<file path="src/hw/rtl/glmf_pkg.sv">
// ----------------------------------------------------------------------------
// glmf_pkg
// Shared widths, register indexes and the result record of the grid local
// maximum finder.
// ----------------------------------------------------------------------------
package glmf_pkg;

  // fixed field widths
  localparam int ROW_W         = 12;
  localparam int COL_W         = 8;
  localparam int GRID_WIDTH_W  = 9;
  localparam int GRID_HEIGHT_W = 13;
  localparam int MAX_HEIGHT    = 4096;

  // configuration port
  localparam int CFG_IDX_W  = 2;
  localparam int CFG_DATA_W = 13;
  localparam logic [CFG_IDX_W-1:0] REG_GRID_WIDTH  = 2'd0;
  localparam logic [CFG_IDX_W-1:0] REG_GRID_HEIGHT = 2'd1;

  // result queue
  localparam int MAX_RESULTS = 3;
  localparam int RES_CNT_W   = 2;

  typedef struct packed {
    logic [ROW_W-1:0] cell_row;
    logic [COL_W-1:0] cell_col;
    logic             is_peak;
    logic             last_of_run;
    logic             frame_end;
  } result_t;

endpackage

</file>
<file path="src/hw/rtl/glmf_out_if.sv">
// ----------------------------------------------------------------------------
// glmf_out_if
// Decision channel: valid, ready and one decided cell per item.
// ----------------------------------------------------------------------------
interface glmf_out_if
  import glmf_pkg::*;
();
  logic             valid;
  logic             ready;
  logic [ROW_W-1:0] cell_row;
  logic [COL_W-1:0] cell_col;
  logic             is_peak;
  logic             last_of_run;
  logic             frame_end;

  modport source (output valid, output cell_row, output cell_col, output is_peak,
                  output last_of_run, output frame_end, input ready);
  modport sink   (input valid, input cell_row, input cell_col, input is_peak,
                  input last_of_run, input frame_end, output ready);
endinterface

</file>
<file path="src/hw/rtl/glmf_res_queue.sv">
// ----------------------------------------------------------------------------
// glmf_res_queue
// Three slot result queue that doubles as the output register. Slot 0 drives
// the decision channel; the user must load a new batch only when the queue is
// empty or empties in the same cycle; the queue does not enforce this.
// ----------------------------------------------------------------------------
module glmf_res_queue
  import glmf_pkg::*;
(
  input  logic                 clk,
  input  logic                 rst_n,
  input  logic                 load,
  input  logic [RES_CNT_W-1:0] load_cnt,
  input  result_t              load_data [MAX_RESULTS],
  output logic                 can_load,
  glmf_out_if.source           out_m
);

  result_t              q_r   [MAX_RESULTS];
  result_t              q_nxt [MAX_RESULTS];
  logic [RES_CNT_W-1:0] cnt_r;
  logic [RES_CNT_W-1:0] cnt_nxt;
  logic                 pop;

  assign pop      = out_m.valid && out_m.ready;
  assign can_load = (cnt_r == '0) || ((cnt_r == RES_CNT_W'(1)) && out_m.ready);

  // shift on pop, reload on a new item
  always_comb begin
    q_nxt   = q_r;
    cnt_nxt = cnt_r;
    if (pop) begin
      for (int i = 0; i < MAX_RESULTS - 1; i++) begin
        q_nxt[i] = q_r[i+1];
      end
      cnt_nxt = cnt_r - RES_CNT_W'(1);
    end
    if (load) begin
      q_nxt   = load_data;
      cnt_nxt = load_cnt;
    end
  end

  always_ff @(posedge clk) begin
    if (!rst_n) begin
      cnt_r <= '0;
    end else begin
      cnt_r <= cnt_nxt;
    end
  end

  always_ff @(posedge clk) begin
    q_r <= q_nxt;
  end

  // output channel
  assign out_m.valid       = (cnt_r != '0);
  assign out_m.cell_row    = q_r[0].cell_row;
  assign out_m.cell_col    = q_r[0].cell_col;
  assign out_m.is_peak     = q_r[0].is_peak;
  assign out_m.last_of_run = q_r[0].last_of_run;
  assign out_m.frame_end   = q_r[0].frame_end;

endmodule

</file>
<file path="src/flat_wrapper.sv">
// flat-port wrapper written by rule: the top's interface ports become plain ports
module glmf_res_queue_flat import glmf_pkg::*;
  (clk, rst_n, load, load_cnt, load_data, can_load, out_m_valid, out_m_cell_row, out_m_cell_col, out_m_is_peak, out_m_last_of_run, out_m_frame_end, out_m_ready);
  glmf_out_if out_m_i ();
  input  logic clk;
  input  logic rst_n;
  input  logic load;
  input  logic [RES_CNT_W-1:0] load_cnt;
  input  result_t load_data[MAX_RESULTS];
  output logic can_load;
  output wire logic [$bits(out_m_i.valid)-1:0] out_m_valid;
  output wire logic [$bits(out_m_i.cell_row)-1:0] out_m_cell_row;
  output wire logic [$bits(out_m_i.cell_col)-1:0] out_m_cell_col;
  output wire logic [$bits(out_m_i.is_peak)-1:0] out_m_is_peak;
  output wire logic [$bits(out_m_i.last_of_run)-1:0] out_m_last_of_run;
  output wire logic [$bits(out_m_i.frame_end)-1:0] out_m_frame_end;
  input wire logic [$bits(out_m_i.ready)-1:0] out_m_ready;
  assign out_m_valid = out_m_i.valid;
  assign out_m_cell_row = out_m_i.cell_row;
  assign out_m_cell_col = out_m_i.cell_col;
  assign out_m_is_peak = out_m_i.is_peak;
  assign out_m_last_of_run = out_m_i.last_of_run;
  assign out_m_frame_end = out_m_i.frame_end;
  assign out_m_i.ready = out_m_ready;
  glmf_res_queue u_core (.clk(clk), .rst_n(rst_n), .load(load), .load_cnt(load_cnt), .load_data(load_data), .can_load(can_load), .out_m(out_m_i));
endmodule
</file>
<file path="config.mk">
export PLATFORM = sky130hd
export DESIGN_NAME = glmf_res_queue_flat
export DESIGN_NICKNAME = d
export VERILOG_FILES = /design/src/hw/rtl/glmf_pkg.sv /design/src/hw/rtl/glmf_out_if.sv /design/src/hw/rtl/glmf_res_queue.sv /design/src/flat_wrapper.sv
export SDC_FILE = /design/constraint.sdc
export NUM_CORES = 1
export LEC_CHECK = 0
export BUFFER_PORTS_ARGS = -buffer_cell sky130_fd_sc_hd__buf_2
export CELL_PAD_IN_SITES_DETAIL_PLACEMENT = 1
export CELL_PAD_IN_SITES_GLOBAL_PLACEMENT = 1
export CORE_ASPECT_RATIO = 0.7
export CORE_MARGIN = 5
export CORE_UTILIZATION = 25
export DETAILED_ROUTE_END_ITERATION = 8
export GPL_TIMING_DRIVEN = 0
export PLACE_DENSITY = 0.54
export SLEW_MARGIN = 40
export SYNTH_ARGS = -nofsm -noshare
export SYNTH_HDL_FRONTEND = slang
export SYNTH_SLANG_ARGS = --single-unit
</file>
<file path="constraint.sdc">
create_clock -name clk -period 2.7 [get_ports clk]
set_clock_uncertainty 0.1 [all_clocks]
set_input_delay 0.27 -clock clk [delete_from_list [all_inputs] [get_ports clk]]
set_output_delay 0.27 -clock clk [all_outputs]
set_load 0.05 [all_outputs]
</file>
# ---- Word-level counts from Yosys, hierarchy flattened
# Index checks and enable logic that the tools add are counted.
dict set report totals {
  ff_bits 71
  latch_bits 0
  mem_bits_rw 0
  mem_bits_ro 0
  in_bits 75
  output_inout_bits 25
  elab_cells 28
  memories 0
}
dict set report classes {
  n_addsub 1
  mul 0
  n_div 0
  n_lt_le_gt_ge 0
  eq_ne 1
  n_shift 0
  n_mux 4
  bitwise_logic 0
  reduce_logical 6
}
# operator count
set op_table {}
lappend op_table {{69-bit 2-to-1 mux} 1}
lappend op_table {{46-bit 2-to-1 mux} 1}
lappend op_table {{2-bit 2-to-1 mux} 2}
lappend op_table {{2-bit nonzero test} 2}
lappend op_table {{2-bit by 1-bit == test with 1-bit output (second input constant)} 1}
lappend op_table {{1-bit logical AND} 2}
lappend op_table {{2-bit zero test} 1}
lappend op_table {{2-bit by 1-bit subtractor with 2-bit output (second input constant)} 1}
lappend op_table {{1-bit logical OR} 1}

# ---- Depth between registers and ports, before layout
dict set report depth {
  word_depth 4
  depth_mapped 5
  mapped_depth_nobuf 5
}

# ---- Worst setup path before layout
# Ideal clock, no wire load.
dict set report synth_timing {
  kind {register -> register}
  from {register u_core.cnt_r[0]}
  to {register u_core.q_r (netlist bit u_core.out_m.cell_col[0]) (enable)}
  setup_ps 406
  arrival_ps 1882
  required_time_ps 2194
  path_slack_ps 312
  stages_incl_launch_ff 5
  n_path_buf 0
  period_less_slack_ps 2388
  cell_sequence {dfxtp_1 -> inv_1 -> ha_1 -> and2b_1 -> or2_1}
}
dict set report synth_between {
  elab_chain_cells 3
}
# item line
set synth_lines {}
lappend synth_lines {{from (decl)} glmf_res_queue.sv:21} ;# logic [RES_CNT_W-1:0] cnt_r;
lappend synth_lines {{from (signal assigned)} glmf_res_queue.sv:48} ;# cnt_r <= cnt_nxt;
lappend synth_lines {{2-bit nonzero test} glmf_res_queue.sv:57} ;# assign out_m.valid = (cnt_r != '0);
lappend synth_lines {{1-bit logical AND} glmf_res_queue.sv:25} ;# assign pop = out_m.valid && out_m.ready;
lappend synth_lines {{2-bit nonzero test (no line)} n/a}
lappend synth_lines {{to (signal assigned)} glmf_res_queue.sv:53} ;# q_r <= q_nxt;
lappend synth_lines {{to (decl)} glmf_res_queue.sv:19} ;# result_t q_r [MAX_RESULTS];
# Every way passes these cells.
# A chain may end at the register's enable or synchronous reset.

# ---- Worst setup path in the final report
dict set report layout_timing {
  from {input load}
  to {register u_core.q_r[25] (netlist bit) (enable)}
}
dict set report layout_between {
  elab_chain_cells 1
}
# item line
set layout_lines {}
lappend layout_lines {{from (decl)} flat_wrapper.sv:7} ;# input logic load;
lappend layout_lines {{2-bit nonzero test (no line)} n/a}
# Every way passes these cells.

==> results_dict.tcl <==
set metrics [dict create \
    status "complete, no violations" \
    cpPeakStageDelay_ns 0.53 \
    top_layer "met4" \
    p_sw_uw 716 \
    dr_wl_met3_um 501 \
    synth-seq-area-share_pct 71.3 \
    worstPathCellList "buf_2 -> buf_6 -> buf_6 -> or2_4 -> buf_12" \
    cts.reportedPaths.clkPinSlew_ns 0.06 \
    die_w_um 140 \
    grt_overflow 0 \
    syn-instance-count 159 \
    fin_crit_ns 1.92 \
    detail-route-antenna-nets 0 \
    hp-class "in2reg" \
    drive_gt1_share_pct 66.5 \
    htreeDepth 3 \
    seq_power_share_pct 44.8 \
    end_kind "flip-flop" \
    hp-start "load_data[4]" \
    grt_usage_pct 9.13 \
    first_iter_violations 28 \
    insertion_delay_ns 0.33 \
    yosys_warnings 0 \
    ios 100 \
    grt_pass1_vias 1870 \
    grt_setup_unrepaired "no" \
    p_sw_share_pct 23.6 \
    cts_tree "built" \
    die_area_um2 14200 \
    vias 1686 \
    combPwrFrac_pct 14.4 \
    ys_ff_latch 71 \
    syn_avg_cell_area_um2 18.6 \
    worstSetupStartpoint "load" \
    p_clk_share_pct 40.8 \
    path_buf_inv 4 \
    dr.pass1.iters 4 \
    wl_met1_mm 2.61 \
    synthesis.area_um2 2960 \
    drc_errors 0 \
    area_growth_pct 36.7 \
    dp_hpwl_mm 4.54 \
    peakVddDrop_mv 0.332 \
    root_buffer "clkbuf_16" \
    crit_family "buffers and inverters" \
    fp-row-count 33 \
    antenna_found_initial 0 \
    ys.flop_type "edfxtp_1" \
    start_util_pct 25.4 \
    min_period_over_period_pct 71.2 \
    startpoint_type "primary input" \
    core_area_um2 11600 \
    max_freq_mhz 520 \
    slew_violations 0 \
    r2r-start "u_core.cnt_r[0]$_SDFFE_PN0P_" \
    via_per_inst 3.85 \
    grt_start_max_net_pins 28 \
    cts_buffer_depth 2 \
    worstPathArrival_ns 1.85 \
    async_flop_share_pct 0 \
    fin_worst_hold_slack_ns 0.0190 \
    hold_viol 0 \
    internal_power_mw 2.32 \
    p_per_area_nw_per_um2 750 \
    max_slew_margin_pct 54.2 \
    p_leak_nw 1.67 \
    synth-edff-count 69 \
    drt-wirelength-per-cell_um 14.3 \
    routabilityCongestion 0.646 \
    critPathKind "in2reg" \
    cts_buffers 9 \
    slowest_stage "buf_2" \
    cpMostUsedCell "buf_6" \
    grt_pass1_wl_mm 9.52 \
    fin_ws_ns 0.778 \
    critical_path.max_fanout 27 \
    setup_violations 0 \
    cts.sinks 71 \
    tightest_slew_ns 0.687 \
    pre_cts_ws_ns 0.347 \
    maxCapViolCount 0 \
    required_ns 2.63 \
    met2_length_mm 3.09 \
    die_h_um 101 \
    io_buffers 99 \
    n_antenna_cell 0 \
    finalWirelength_mm 6.27 \
    final_nets 353 \
    synth_nets 236 \
    ys_types 17 \
]
-- placed cells by master, fill, tap and decap left out, types with 2 or more instances in the layout --
cell type      instances
edfxtp_1              69
inv_1                  4
dfxtp_1                2
buf_6                  2
mux2_2                38
clkinv_2               3
mux2_4                 8
buf_2                 99
bufinv_16              2
ha_1                   2
clkbuf_16              9
nand2_1                3
buf_4                 23
dlygate4sd3_1          6
-- cell usage after synthesis, types with 2 or more instances --
cell      instances  area [um2]
buf_6             2        22.5
edfxtp_1         69        2070
dfxtp_1           2        40.0
nand2_1           3        11.3
mux2_2           38         428
ha_1              2        25.0
buf_4            23         173
mux2_4            8         120
inv_1             4        15.0
-- final cells by class --
type | instances | area (um2)
fill | 1247 | 7590
sequential | 71 | 2110
multi-input combinational | 59 | 642
timing repair buffer | 106 | 576
clock buffer | 9 | 225
tap | 157 | 196
buffer | 25 | 195
clock inverter | 7 | 87.6
inverter | 4 | 15.0
-- metrics by stage --
stage                     power (mW)  cells  utilization (%)  TNS, ns  cell area, um2
after floorplan                 1.68    159                -        0            2960
after global placement          1.81    415             31.4   -38.00            3650
after detailed placement        1.82    416             31.6        0            3680
after CTS                       3.09    436             34.6        0            4030
after global routing            3.18    438             34.8        0            4050
final                           3.04    438             34.8        0            4050
-- layer usage --
layer | up-vias | track usage, %
met3 | 8 | 4.65
met5 | - | 0
met1 | 807 | 10.1
li1 | 813 | -
met2 | 58 | 15.2
met4 | 0 | 3.35
-- worst paths after layout --
check                                        to  slack [ns]  depth (start not counted)
min reg2reg  u_core.out_m.cell_col[0]$_DFFE_PP_        0.44                          1
max reg2reg            u_core.q_r[25]$_DFFE_PP_        0.81                          5
max                    u_core.q_r[25]$_DFFE_PP_        0.78                          5
min                     u_core.q_r[4]$_DFFE_PP_        0.02                          1
-- power groups by stage --
| stage | logic, mW | registers [mW] | clock network (mW) |
|---|---|---|---|
| after floorplan | 0.288 | 1.39 | 0 |
| after global placement | 0.426 | 1.38 | 0 |
| after detailed placement | 0.438 | 1.39 | 0 |
| after CTS | 0.444 | 1.36 | 1.29 |
| after global routing | 0.468 | 1.37 | 1.34 |
| final | 0.436 | 1.36 | 1.24 |
-- state kept, by name, indices dropped and copies added, names as in the netlist --
register and cells:
u_core.out_m.cell_row 12, u_core.out_m.frame_end 1, u_core.out_m.last_of_run 1, u_core.q_r 46, u_core.out_m.is_peak 1, u_core.out_m.cell_col 8, u_core.cnt_r 2
-- logic make-up after synthesis --
kind of cell	Yosys count	synth area share (%)
compound gates	4	0.845
xor+xnor	1	0.296
fa+ha+maj	2	0.845
buf+inv	29	7.10
flops	71	71.3
mux	46	18.5
simple gates	6	1.10
-- worst reg2reg max path, cell delays in order (launching register included) --
cell,delay [ns]
dfxtp_1,0.36
inv_1,0.06
ha_1,0.21
and2b_1,0.26
or2_4,0.35
buf_12,0.24
-- repair_timing --
action                    in CTS  in global routing
gates resized for setup        0                  0
hold endpoints to repair       4                  2
setup buffers                  0                  0
hold buffers                   4                  2
Note: power is estimated with default switching activity, not from simulation.
